$ cat config.mk
export PLATFORM = sky130hd
export DESIGN_NAME = gcr_6and2_sector_decoder_unit
export DESIGN_NICKNAME = d
export VERILOG_FILES = /design/src/rtl/core/gcr62_pkg.sv /design/src/rtl/core/gcr_6and2_sector_decoder_unit.sv /design/src/rtl/core/gcr62_in_stage.sv /design/src/rtl/core/gcr62_field_decoder.sv
export SDC_FILE = /design/constraint.sdc
export NUM_CORES = 1
export LEC_CHECK = 0
export ABC_CLOCK_PERIOD_IN_PS = 6000
export CAP_MARGIN = 20
export CORE_MARGIN = 2
export CORE_UTILIZATION = 55
export DETAILED_ROUTE_END_ITERATION = 10
export DONT_BUFFER_PORTS = 1
export HOLD_SLACK_MARGIN = 0.02
export PLACE_DENSITY = 0.7
export SETUP_SLACK_MARGIN = 0.2
export SYNTH_ARGS = -nofsm -noshare
export SYNTH_HDL_FRONTEND = slang
export SYNTH_HIERARCHICAL = 1
export SYNTH_SLANG_ARGS = --single-unit
export TNS_END_PERCENT = 30
$ cat constraint.sdc
create_clock -name aclk -period 6 [get_ports aclk]
set_input_delay 0.3 -clock aclk [delete_from_list [all_inputs] [get_ports aclk]]
set_output_delay 0.3 -clock aclk [all_outputs]
set_load 0.01 [all_outputs]
$ cat src/rtl/core/gcr62_pkg.sv
package gcr62_pkg;

    localparam logic [7:0] SECTOR_COUNT = 8'd16;

    localparam logic [7:0] PRO_FIRST   = 8'hD5;
    localparam logic [7:0] PRO_SECOND  = 8'hAA;
    localparam logic [7:0] PRO_ADDR    = 8'h96;
    localparam logic [7:0] PRO_DATA    = 8'hAD;
    localparam logic [7:0] ODD_MASK    = 8'hAA;
    localparam logic [7:0] EVEN_MASK   = 8'h55;

    localparam int LOW_COUNT  = 86;
    localparam int ADDR_LEN   = 8;
    localparam int SKIP_LEN   = 3;
    localparam int HIGH_COUNT = 256;

    localparam int SLOT_W = $clog2(LOW_COUNT);
    localparam int POS_W  = $clog2(HIGH_COUNT);

    localparam logic [POS_W-1:0] POS_PENDING = POS_W'(4);
    localparam logic [POS_W-1:0] POS_SECTOR  = POS_W'(5);
    localparam logic [POS_W-1:0] POS_ADDR_END = POS_W'(ADDR_LEN - 1);
    localparam logic [POS_W-1:0] POS_SKIP_END = POS_W'(SKIP_LEN - 1);
    localparam logic [POS_W-1:0] POS_LOW_END  = POS_W'(LOW_COUNT - 1);
    localparam logic [POS_W-1:0] POS_HIGH_END = POS_W'(HIGH_COUNT - 1);

    localparam logic [1:0] KIND_ADDR = 2'd0;
    localparam logic [1:0] KIND_DATA = 2'd1;
    localparam logic [1:0] KIND_GOOD = 2'd2;
    localparam logic [1:0] KIND_BAD  = 2'd3;

    typedef enum logic [2:0] {
        PH_HUNT  = 3'd0,
        PH_ADDR  = 3'd1,
        PH_SKIP  = 3'd2,
        PH_LOW   = 3'd3,
        PH_HIGH  = 3'd4,
        PH_CHECK = 3'd5
    } phase_t;

    typedef struct packed {
        logic [7:0] nibble;
        logic       code_ok;
        logic [5:0] code_val;
    } nib_item_t;

    function automatic logic [6:0] gcr_decode(input logic [7:0] nib);
        logic [6:0] r;
        r = 7'd0;
        unique case (nib)
            8'h96: r = {1'b1, 6'd0};
            8'h97: r = {1'b1, 6'd1};
            8'h9A: r = {1'b1, 6'd2};
            8'h9B: r = {1'b1, 6'd3};
            8'h9D: r = {1'b1, 6'd4};
            8'h9E: r = {1'b1, 6'd5};
            8'h9F: r = {1'b1, 6'd6};
            8'hA6: r = {1'b1, 6'd7};
            8'hA7: r = {1'b1, 6'd8};
            8'hAB: r = {1'b1, 6'd9};
            8'hAC: r = {1'b1, 6'd10};
            8'hAD: r = {1'b1, 6'd11};
            8'hAE: r = {1'b1, 6'd12};
            8'hAF: r = {1'b1, 6'd13};
            8'hB2: r = {1'b1, 6'd14};
            8'hB3: r = {1'b1, 6'd15};
            8'hB4: r = {1'b1, 6'd16};
            8'hB5: r = {1'b1, 6'd17};
            8'hB6: r = {1'b1, 6'd18};
            8'hB7: r = {1'b1, 6'd19};
            8'hB9: r = {1'b1, 6'd20};
            8'hBA: r = {1'b1, 6'd21};
            8'hBB: r = {1'b1, 6'd22};
            8'hBC: r = {1'b1, 6'd23};
            8'hBD: r = {1'b1, 6'd24};
            8'hBE: r = {1'b1, 6'd25};
            8'hBF: r = {1'b1, 6'd26};
            8'hCB: r = {1'b1, 6'd27};
            8'hCD: r = {1'b1, 6'd28};
            8'hCE: r = {1'b1, 6'd29};
            8'hCF: r = {1'b1, 6'd30};
            8'hD3: r = {1'b1, 6'd31};
            8'hD6: r = {1'b1, 6'd32};
            8'hD7: r = {1'b1, 6'd33};
            8'hD9: r = {1'b1, 6'd34};
            8'hDA: r = {1'b1, 6'd35};
            8'hDB: r = {1'b1, 6'd36};
            8'hDC: r = {1'b1, 6'd37};
            8'hDD: r = {1'b1, 6'd38};
            8'hDE: r = {1'b1, 6'd39};
            8'hDF: r = {1'b1, 6'd40};
            8'hE5: r = {1'b1, 6'd41};
            8'hE6: r = {1'b1, 6'd42};
            8'hE7: r = {1'b1, 6'd43};
            8'hE9: r = {1'b1, 6'd44};
            8'hEA: r = {1'b1, 6'd45};
            8'hEB: r = {1'b1, 6'd46};
            8'hEC: r = {1'b1, 6'd47};
            8'hED: r = {1'b1, 6'd48};
            8'hEE: r = {1'b1, 6'd49};
            8'hEF: r = {1'b1, 6'd50};
            8'hF2: r = {1'b1, 6'd51};
            8'hF3: r = {1'b1, 6'd52};
            8'hF4: r = {1'b1, 6'd53};
            8'hF5: r = {1'b1, 6'd54};
            8'hF6: r = {1'b1, 6'd55};
            8'hF7: r = {1'b1, 6'd56};
            8'hF9: r = {1'b1, 6'd57};
            8'hFA: r = {1'b1, 6'd58};
            8'hFB: r = {1'b1, 6'd59};
            8'hFC: r = {1'b1, 6'd60};
            8'hFD: r = {1'b1, 6'd61};
            8'hFE: r = {1'b1, 6'd62};
            8'hFF: r = {1'b1, 6'd63};
            default: r = 7'd0;
        endcase
        return r;
    endfunction

    function automatic logic [SLOT_W-1:0] store_slot(input logic [POS_W-1:0] idx);
        logic [SLOT_W-1:0] s;
        if (idx < POS_W'(LOW_COUNT)) begin
            s = SLOT_W'(idx);
        end else if (idx < POS_W'(2 * LOW_COUNT)) begin
            s = SLOT_W'(idx - POS_W'(LOW_COUNT));
        end else begin
            s = SLOT_W'(idx - POS_W'(2 * LOW_COUNT));
        end
        return s;
    endfunction

    function automatic logic [1:0] store_pair(input logic [POS_W-1:0] idx,
                                              input logic [5:0] entry);
        logic [1:0] p;
        if (idx < POS_W'(LOW_COUNT)) begin
            p = entry[1:0];
        end else if (idx < POS_W'(2 * LOW_COUNT)) begin
            p = entry[3:2];
        end else begin
            p = entry[5:4];
        end
        return {p[0], p[1]};
    endfunction

endpackage

$ cat src/rtl/core/gcr_6and2_sector_decoder_unit.sv
// channel   | ports                                   | direction
// request   | s_valid, s_ready, s_disk_nibble         | in
// result    | m_valid, m_ready, m_result_kind,        | out
//           | m_sector_number, m_byte_index, m_data_value
//
// One nibble a cycle while no result stalls; each result passes the input register
// (with code lookup), then the field decoder and result register. The 86-entry low-bit
// store is read one nibble ahead, so its read port sets no limit. Reset is synchronous
// and active low; the store keeps its contents. A stalled result holds the result
// register and a full input register; s_ready stays high whenever m_ready is high.
module gcr_6and2_sector_decoder_unit
    import gcr62_pkg::*;
(
    input  logic       aclk,
    input  logic       aresetn,
    input  logic       s_valid,
    output logic       s_ready,
    input  logic [7:0] s_disk_nibble,
    output logic       m_valid,
    input  logic       m_ready,
    output logic [1:0] m_result_kind,
    output logic [7:0] m_sector_number,
    output logic [7:0] m_byte_index,
    output logic [7:0] m_data_value
);

    logic      item_valid;
    nib_item_t item;
    logic      item_take;

    gcr62_in_stage u_in_stage (
        .aclk          (aclk),
        .aresetn       (aresetn),
        .s_valid       (s_valid),
        .s_ready       (s_ready),
        .s_disk_nibble (s_disk_nibble),
        .item_valid    (item_valid),
        .item          (item),
        .item_take     (item_take)
    );

    gcr62_field_decoder u_field_decoder (
        .aclk            (aclk),
        .aresetn         (aresetn),
        .item_valid      (item_valid),
        .item            (item),
        .item_take       (item_take),
        .m_valid         (m_valid),
        .m_ready         (m_ready),
        .m_result_kind   (m_result_kind),
        .m_sector_number (m_sector_number),
        .m_byte_index    (m_byte_index),
        .m_data_value    (m_data_value)
    );

endmodule

$ cat src/rtl/core/gcr62_in_stage.sv
module gcr62_in_stage
    import gcr62_pkg::*;
(
    input  logic       aclk,
    input  logic       aresetn,
    input  logic       s_valid,
    output logic       s_ready,
    input  logic [7:0] s_disk_nibble,
    output logic       item_valid,
    output nib_item_t  item,
    input  logic       item_take
);

    logic      valid_reg;
    nib_item_t item_reg;
    logic [6:0] code;

    assign code    = gcr_decode(s_disk_nibble);
    assign s_ready = !valid_reg || item_take;

    always_ff @(posedge aclk) begin
        if (!aresetn) begin
            valid_reg <= 1'b0;
        end else if (s_ready) begin
            valid_reg <= s_valid;
        end
    end

    always_ff @(posedge aclk) begin
        if (s_valid && s_ready) begin
            item_reg <= '{nibble: s_disk_nibble, code_ok: code[6], code_val: code[5:0]};
        end
    end

    assign item_valid = valid_reg;
    assign item       = item_reg;

endmodule

$ cat src/rtl/core/gcr62_field_decoder.sv
module gcr62_field_decoder
    import gcr62_pkg::*;
(
    input  logic       aclk,
    input  logic       aresetn,
    input  logic       item_valid,
    input  nib_item_t  item,
    output logic       item_take,
    output logic       m_valid,
    input  logic       m_ready,
    output logic [1:0] m_result_kind,
    output logic [7:0] m_sector_number,
    output logic [7:0] m_byte_index,
    output logic [7:0] m_data_value
);

    phase_t             phase_reg, phase_next;
    logic [POS_W-1:0]   pos_reg, pos_next;
    logic [15:0]        recent_reg, recent_next;
    logic [7:0]         pending_reg, pending_next;
    logic [7:0]         sector_reg, sector_next;
    logic               known_reg, known_next;
    logic [5:0]         xor_reg, xor_next;
    logic               failed_reg, failed_next;

    logic [5:0]         store [LOW_COUNT];
    logic [5:0]         rd_data_reg;
    logic               wr_en;

    logic               emit;
    logic [1:0]         kind;
    logic [7:0]         res_index;
    logic [7:0]         res_data;
    logic [7:0]         res_sector;

    logic               out_valid_reg;
    logic [1:0]         kind_reg;
    logic [7:0]         sector_out_reg;
    logic [7:0]         index_reg;
    logic [7:0]         data_reg;

    logic               prologue_seen;
    logic [5:0]         xor_mixed;
    logic [7:0]         addr_sector;

    assign item_take     = item_valid && (!out_valid_reg || m_ready);
    assign prologue_seen = (recent_reg == {PRO_FIRST, PRO_SECOND});
    assign xor_mixed     = xor_reg ^ item.code_val;
    assign addr_sector   = ({pending_reg[6:0], 1'b0} & ODD_MASK) | (item.nibble & EVEN_MASK);

    always_comb begin
        phase_next = phase_reg;
        if (item_take) begin
            unique case (phase_reg)
                PH_ADDR:  if (pos_reg == POS_ADDR_END) phase_next = PH_SKIP;
                PH_SKIP:  if (pos_reg == POS_SKIP_END) phase_next = PH_HUNT;
                PH_LOW:   if (pos_reg == POS_LOW_END) phase_next = PH_HIGH;
                PH_HIGH:  if (pos_reg == POS_HIGH_END) phase_next = PH_CHECK;
                PH_CHECK: phase_next = PH_SKIP;
                default: begin
                    phase_next = PH_HUNT;
                    if (prologue_seen && item.nibble == PRO_ADDR) begin
                        phase_next = PH_ADDR;
                    end else if (prologue_seen && item.nibble == PRO_DATA && known_reg
                                 && sector_reg < SECTOR_COUNT) begin
                        phase_next = PH_LOW;
                    end
                end
            endcase
        end
    end

    always_comb begin
        pos_next     = pos_reg;
        recent_next  = recent_reg;
        pending_next = pending_reg;
        sector_next  = sector_reg;
        known_next   = known_reg;
        xor_next     = xor_reg;
        failed_next  = failed_reg;
        wr_en        = 1'b0;
        if (item_take) begin
            unique case (phase_reg)
                PH_ADDR: begin
                    if (pos_reg == POS_PENDING) pending_next = item.nibble;
                    if (pos_reg == POS_SECTOR) begin
                        sector_next = addr_sector;
                        known_next  = 1'b1;
                    end
                    pos_next = (pos_reg == POS_ADDR_END) ? '0 : pos_reg + 1'b1;
                end
                PH_SKIP: begin
                    if (pos_reg == POS_SKIP_END) begin
                        pos_next    = '0;
                        recent_next = '0;
                    end else begin
                        pos_next = pos_reg + 1'b1;
                    end
                end
                PH_LOW, PH_HIGH: begin
                    if (!item.code_ok) begin
                        failed_next = 1'b1;
                    end else if (!failed_reg) begin
                        xor_next = xor_mixed;
                        wr_en    = (phase_reg == PH_LOW);
                    end
                    if ((phase_reg == PH_LOW && pos_reg == POS_LOW_END)
                        || (phase_reg == PH_HIGH && pos_reg == POS_HIGH_END)) begin
                        pos_next = '0;
                    end else begin
                        pos_next = pos_reg + 1'b1;
                    end
                end
                PH_CHECK: begin
                    known_next = 1'b0;
                    pos_next   = '0;
                end
                default: begin
                    if (prologue_seen && item.nibble == PRO_ADDR) begin
                        pos_next    = '0;
                        recent_next = '0;
                    end else if (prologue_seen && item.nibble == PRO_DATA && known_reg
                                 && sector_reg < SECTOR_COUNT) begin
                        pos_next    = '0;
                        recent_next = '0;
                        xor_next    = '0;
                        failed_next = 1'b0;
                    end else begin
                        recent_next = {recent_reg[7:0], item.nibble};
                    end
                end
            endcase
        end
    end

    always_comb begin
        emit       = 1'b0;
        kind       = KIND_ADDR;
        res_index  = '0;
        res_data   = '0;
        res_sector = sector_reg;
        unique case (phase_reg)
            PH_ADDR: begin
                emit       = (pos_reg == POS_SECTOR);
                res_sector = addr_sector;
            end
            PH_HIGH: begin
                emit      = item.code_ok && !failed_reg;
                kind      = KIND_DATA;
                res_index = pos_reg;
                res_data  = {xor_mixed, store_pair(pos_reg, rd_data_reg)};
            end
            PH_CHECK: begin
                emit = 1'b1;
                kind = (failed_reg || !item.code_ok || xor_mixed != 6'd0) ? KIND_BAD
                                                                           : KIND_GOOD;
            end
            default: emit = 1'b0;
        endcase
    end

    always_ff @(posedge aclk) begin
        if (!aresetn) begin
            phase_reg   <= PH_HUNT;
            pos_reg     <= '0;
            recent_reg  <= '0;
            pending_reg <= '0;
            sector_reg  <= '0;
            known_reg   <= 1'b0;
            xor_reg     <= '0;
            failed_reg  <= 1'b0;
        end else begin
            phase_reg   <= phase_next;
            pos_reg     <= pos_next;
            recent_reg  <= recent_next;
            pending_reg <= pending_next;
            sector_reg  <= sector_next;
            known_reg   <= known_next;
            xor_reg     <= xor_next;
            failed_reg  <= failed_next;
        end
    end

    // prefetch the entry for the next position so it is ready when the nibble arrives
    always_ff @(posedge aclk) begin
        if (wr_en) begin
            store[SLOT_W'(pos_reg)] <= xor_mixed;
        end
        rd_data_reg <= store[store_slot(pos_next)];
    end

    always_ff @(posedge aclk) begin
        if (!aresetn) begin
            out_valid_reg <= 1'b0;
        end else if (item_take) begin
            out_valid_reg <= emit;
        end else if (m_ready) begin
            out_valid_reg <= 1'b0;
        end
    end

    always_ff @(posedge aclk) begin
        if (item_take && emit) begin
            kind_reg       <= kind;
            sector_out_reg <= res_sector;
            index_reg      <= res_index;
            data_reg       <= res_data;
        end
    end

    assign m_valid         = out_valid_reg;
    assign m_result_kind   = kind_reg;
    assign m_sector_number = sector_out_reg;
    assign m_byte_index    = index_reg;
    assign m_data_value    = data_reg;

endmodule

# --- Word-level counts from Yosys, hierarchy flattened ---
# Memory sizes are Yosys's and may differ from the RTL's. A register that Yosys moved wholly into a read port is not among the register bits.
# Index checks and enable logic that the tools add are counted.
# W data, S select, Z words.
word_totals:
  regBits: 86
  latch_bits: 0
  ramBits: 516
  romBits: 1792
  inputBits: 12
  output_inout_bits: 28
  mem_count: 2
memory_table:
  columns: ["name", "depth", "width", "rd", "rd_ports_with_merged_regs", "wr", "line", "rtl"]
  rows:
  - ["(no name shown)", 256, 7, 1, 1, 0, "gcr62_pkg.sv:50", "unique case (nib)"]
  - ["u_field_decoder.store", 86, 6, 1, 1, 1, "gcr62_field_decoder.sv:26", "logic [5:0] store [LOW_COUNT];"]
op_classes:
  add_sub_neg: 3
  n_mul: 0
  div_mod_pow: 0
  order_cmp: 5
  eq_ne: 23
  n_shift: 0
  n_mux: 45
  n_bitwise: 4
  reduce_logical: 33
ops:
  columns: ["cell", "count"]
  rows:
  - ["$mux W8", 7]
  - ["$mux W16", 3]
  - ["$pmux W16 S2", 1]
  - ["$pmux W8 S4", 1]
  - ["$eq A8 B3 Y1 const B", 3]
  - ["$eq A8 B8 Y1 const B", 3]
  - ["$mux W6", 4]
  - ["$eq A16 B16 Y1 const B", 1]
  - ["$lt A8 B7 Y1 const B", 2]
  - ["$lt A8 B8 Y1 const B", 2]
  - ["$mux W3", 5]
  - ["$pmux W3 S5", 1]
  - ["$mux W7", 2]
  - ["$mux W1", 13]
  - ["$pmux W6 S2", 1]
  - ["$reduce_and A3 Y1", 4]
  - ["$logic_and A1 B1 Y1", 10]
  - ["$ne A2 B1 Y1 const B", 5]
  - ["$reduce_and A5 Y1", 2]
  - ["$add A8 B1 Y8 const B", 1]
  - ["$eq A8 B2 Y1 const B", 1]
  - ["$eq A8 B7 Y1 const B", 1]
  - ["$lt A8 B5 Y1 const B", 1]
  - ["$ne A2 B2 Y1 const B", 4]
  - ["other kinds (20)", 35]

# --- Longest topological paths before layout ---
logic_depth:
  word_depth: 11
  mapped_depth: 24

# --- Modules after synthesis ---
# Netlist, hierarchy kept.
by_module_without_submodules:
  columns: ["module", "instances", "cells_per_inst", "area_each_um2", "seq_area_each_um2"]
  rows:
  - ["gcr62_field_decoder", 1, 1747, 25050.3, 17356.6]
  - ["gcr62_in_stage", 1, 169, 1527.7, 470.5]

# --- Least setup slack after synthesis ---
# OpenSTA, ideal clock, no wires.
synth_timing:
  kind: "reg-to-reg"
  startpoint: "register u_field_decoder.pos_reg[0]"
  endpoint: "register u_field_decoder.rd_data_reg[4], read port of u_field_decoder.store"
  setup_ns: 0.115
  arrival_time_ns: 4.501
  t_required_ns: 5.884
  setup_slack_ns: 1.384
  path_stages_with_launch: 20
  cell_sequence: "dfxtp_1 > ha_1 > and4_1 > a41oi_1 > or4_1 > buf_2 > a22oi_4 > inv_4 > ha_1 > inv_1 > o221ai_1 > a211oi_4 > nand2_2 > o21ai_4 > xor2_4 > buf_12 > mux4_2 > a221oi_2 > o211ai_1 > and3_1"
synth_via:
  elab_chain_cells: 9
  elab_cells_between_ends: 21
  cone_classes: "add/sub (3); order compare (2); eq/ne (4); mux (9); reduce/logical (3)"
synth_rtl:
  columns: ["element", "line", "rtl"]
  rows:
  - ["start: declaration", "gcr62_field_decoder.sv:18", "logic [POS_W-1:0] pos_reg, pos_next;"]
  - ["start signal: assignment", "gcr62_field_decoder.sv:174", "pos_reg <= pos_next;"]
  - ["parallel branches: the longest is 4 deep, another holds $add A8 B1 Y8", null, null]
  - ["$pmux W8 S4 (*)", "gcr62_field_decoder.sv:83", "unique case (phase_reg)"]
  - ["$mux W8 (*)", "gcr62_field_decoder.sv:82", "if (item_take) begin"]
  - ["net u_field_decoder.pos_next[3]", "gcr62_field_decoder.sv:18", null]
  - ["$sub A7 B6 Y7 (tied with other cells)", "gcr62_pkg.sv:127", "s = SLOT_W'(idx - POS_W'(2 * LOW_COUNT));"]
  - ["$mux W7", "gcr62_pkg.sv:124", "end else if (idx < POS_W'(2 * LOW_COUNT)) begin"]
  - ["$mux W7 (*)", "gcr62_pkg.sv:122", "if (idx < POS_W'(LOW_COUNT)) begin"]
  - ["end: declaration", "gcr62_field_decoder.sv:27", "logic [5:0] rd_data_reg;"]
# Mark *: on every way through the listed nets, which the timed path passes.
# A chain may end at the register's enable or synchronous reset.

# --- Worst setup path in the final report ---
layout_timing:
  startpoint: "register u_field_decoder.pos_reg[1]"
  endpoint: "register u_field_decoder.rd_data_reg[3], read port of u_field_decoder.store"
# The elaborated chain is that of the path after synthesis.

==> run summary <==
IO buf count: 0
global route overflow: 0
initial core utilization: 55.67%
PwrDens: 295.6 nW/µm²
placed cells: 2,438
kind of critical path: flip-flop to flip-flop
Placed Area: 27,110 µm²
ys async rst share: 0%
Tmin final: 5.573 ns
outcome: finished, final reports clean
Worst-Margin Slew: 1.125 ns
number of synthesized flops with an enable pin: 557
Die Y-Extent: 223.8 µm
WP data required: 6.48 ns
post-synthesis area per instance: 13.87 µm²
Area growth syn-to-layout: 9.787%
CTS root buffer: clkbuf_16
layout cells sized above 1: 12.24%
Layout Nets: 1,930
skew final: 0.02688 ns
antenna-violating nets left: 0
RePlAce Congestion: 0.9061
Post-synth top cells: edfxtp_1, nand2_1, nor2_1
area share of the largest cell type after synthesis: 62.93%
ANT cells: 0
ys flop type: edfxtp_1
# clock sinks: 612
Worst Path Arrival: 6.05 ns
hold depth: 3
Slew HR: 25.02%
Max FO, Critical Path: 46
cell area after layout: 29,180 µm²
DRC violations left: 0
register area share after synthesis: 67.07%
core box area: 47,750 µm²
most numerous cell in the Yosys netlist: edfxtp_1
worst vdd ir: 0.2352 mV
H-tree depth: 2
Detailed Route Iter0 Violations: 1,762
Skew-Pair Late Insertion Delay: 0.64 ns
# rows: 80
CTS tree: done
Via Count: 16,200
synthesized flop and latch total: 612
Synth area leader: edfxtp_1
worst reg-to-reg path cell count: 19
Max Slew Vio Count: 0
initial antenna violation count: 0
fin cells: 2,568
routed len/inst: 24.51 µm
TritonCTS Buffers: 60
final setup vio count: 0
Syn Inst Count: 1,916
vias in the first global route: 15,820
final count of hold timing violations: 0
HP Class: input port to flip-flop
vias per cell: 6.309
Achievable Freq: 179.4 MHz
DPL Wire Length: 38,360 µm
DRT Wirelength: 62,950 µm
first-pass GRT wire length: 95,230 µm
chip width: 223.8 µm
Yosys warning count: 6
number of flip-flops in the largest register: 516
Max-Cap Viols: 0
leak pwr: 9.413 nW
RSZ-0062 raised after global routing: no
hold slack: 0.06101 ns
CTS Buffer Depth: 3
syn nets: 1,940
largest net degree at the start of global routing: 89
Worst setup SP type: flip-flop
io pins: 40
CP endpoint kind: flip-flop
clock transition at the registers of the reported paths: 0.06 ns
die area: 50,100 µm²
Tot GR Track Use: 25.34%
Area contributors post-synth: edfxtp_1, dfxtp_1, nand2_1
Total Power: 8.626 mW
DR pass1 iterations: 6
Synth cell types: 102
synthesized cell area: 26,580 µm²
fin crit share: 92.89%
==> layout by cell type, fill, tap and decap left out, types with 8 or more instances in the layout <==
cell type / synthesis / routed
a31oi_1: 10 / 8
clkinv_1: 0 / 17
dfxtp_1: 55 / 52
edfxtp_1: 557 / 557
a311oi_1: 26 / 26
mux2_2: 16 / 16
clkbuf_16: 0 / 60
nand3_1: 60 / 60
inv_1: 22 / 22
ha_1: 12 / 12
a211oi_2: 5 / 8
and2_1: 58 / 58
clkbuf_1: 63 / 18
nand2b_1: 11 / 11
mux2i_1: 70 / 70
nor2b_1: 43 / 43
buf_4: 8 / 32
a22oi_1: 23 / 23
a21oi_1: 63 / 63
nor3_1: 16 / 15
mux4_2: 44 / 44
nor2_1: 132 / 131
nand2_1: 266 / 266
a2111oi_0: 12 / 12
nand4_1: 22 / 22
a211oi_1: 38 / 34
o21ai_0: 36 / 35
nor4_1: 10 / 10
o211ai_1: 23 / 23
dlygate4sd3_1: 0 / 12
==> report_power, final <==
part           switching, mW  total (mW)  internal, mW
clock                   1.53        3.45          1.92
sequential            0.0224        4.72          4.69
combinational          0.307       0.459         0.152
total                   1.86        8.63          6.77
==> cells by family (layout without fill, tap and decap cells) <==
logic type / after synthesis / count (layout) / synth area share, %
XOR/XNOR: 14 / 14 / 0.5602
AO/OA/AOI/OAI: 311 / 311 / 8.540
buffers and inverters: 148 / 185 / 2.980
flip-flops: 612 / 612 / 67.07
adder cells (fa/ha/maj): 13 / 13 / 0.6026
AND/OR/NAND/NOR: 682 / 682 / 12.66
multiplexers: 136 / 136 / 7.579
==> stage by stage <==
step	worst slack (ns)	setup TNS (ns)	utilization, %
floorplan	1.384	0	-
global placement	0.02862	0	56.79
detailed placement	-0.07501	-0.07501	56.79
CTS	0.1227	0	60.85
global route	0.2032	0	61.11
finish	0.4267	0	61.11
==> worst max-delay path, cell delays in order, from the launching register on <==
cell	delay, ns
dfxtp_2	0.43
ha_1	0.27
and4_1	0.27
a41oi_1	0.19
or4_1	0.71
a22oi_4	0.27
inv_4	0.09
ha_1	0.24
inv_1	0.07
o221ai_1	0.19
a211oi_4	0.41
nand2_2	0.11
o21ai_4	0.14
xor2_4	0.24
buf_12	0.32
mux4_2	0.55
a22oi_1	0.20
a21oi_1	0.08
a211oi_1	0.48
nor4_1	0.13
==> layer usage <==
metal	up-vias	track usage [%]	wire length [µm]
met3	165	3.568	4449
met2	713	42.31	30910
met4	0	9.505	2380
met1	8061	34.14	25210
met5	-	0	0
li1	7263	-	-
==> worst paths after layout <==
path | startpoint | to | slack, ns
min reg2reg | u_field_decoder/recent_reg[14] | u_field_decoder/recent_reg[14] | 0.46
min | s_disk_nibble[6] | u_in_stage/item[6] | 0.06
max reg2reg | u_field_decoder/pos_reg[1] | u_field_decoder/rd_data_reg[3] | 0.43
max | u_field_decoder/pos_reg[1] | u_field_decoder/rd_data_reg[3] | 0.43
==> cell type report <==
| type | count | area (µm²) |
|---|---|---|
| multi-input combinational | 1156 | 8163 |
| fill | 3548 | 18570 |
| inverter | 23 | 88.84 |
| clock inverter | 31 | 219.0 |
| clock buffer | 78 | 1569 |
| tap | 615 | 769.5 |
| timing repair buffer | 53 | 539.3 |
| sequential | 612 | 17830 |
==> what timing repair did <==
item	CTS	global route
hold endpoints to repair	64	0
setup endpoints to repair	4	6
hold buffers	13	0
pin swaps	0	2
buffers inserted	0	6
resized for setup	2	11
No activity file was read; power rests on OpenSTA's default activity.
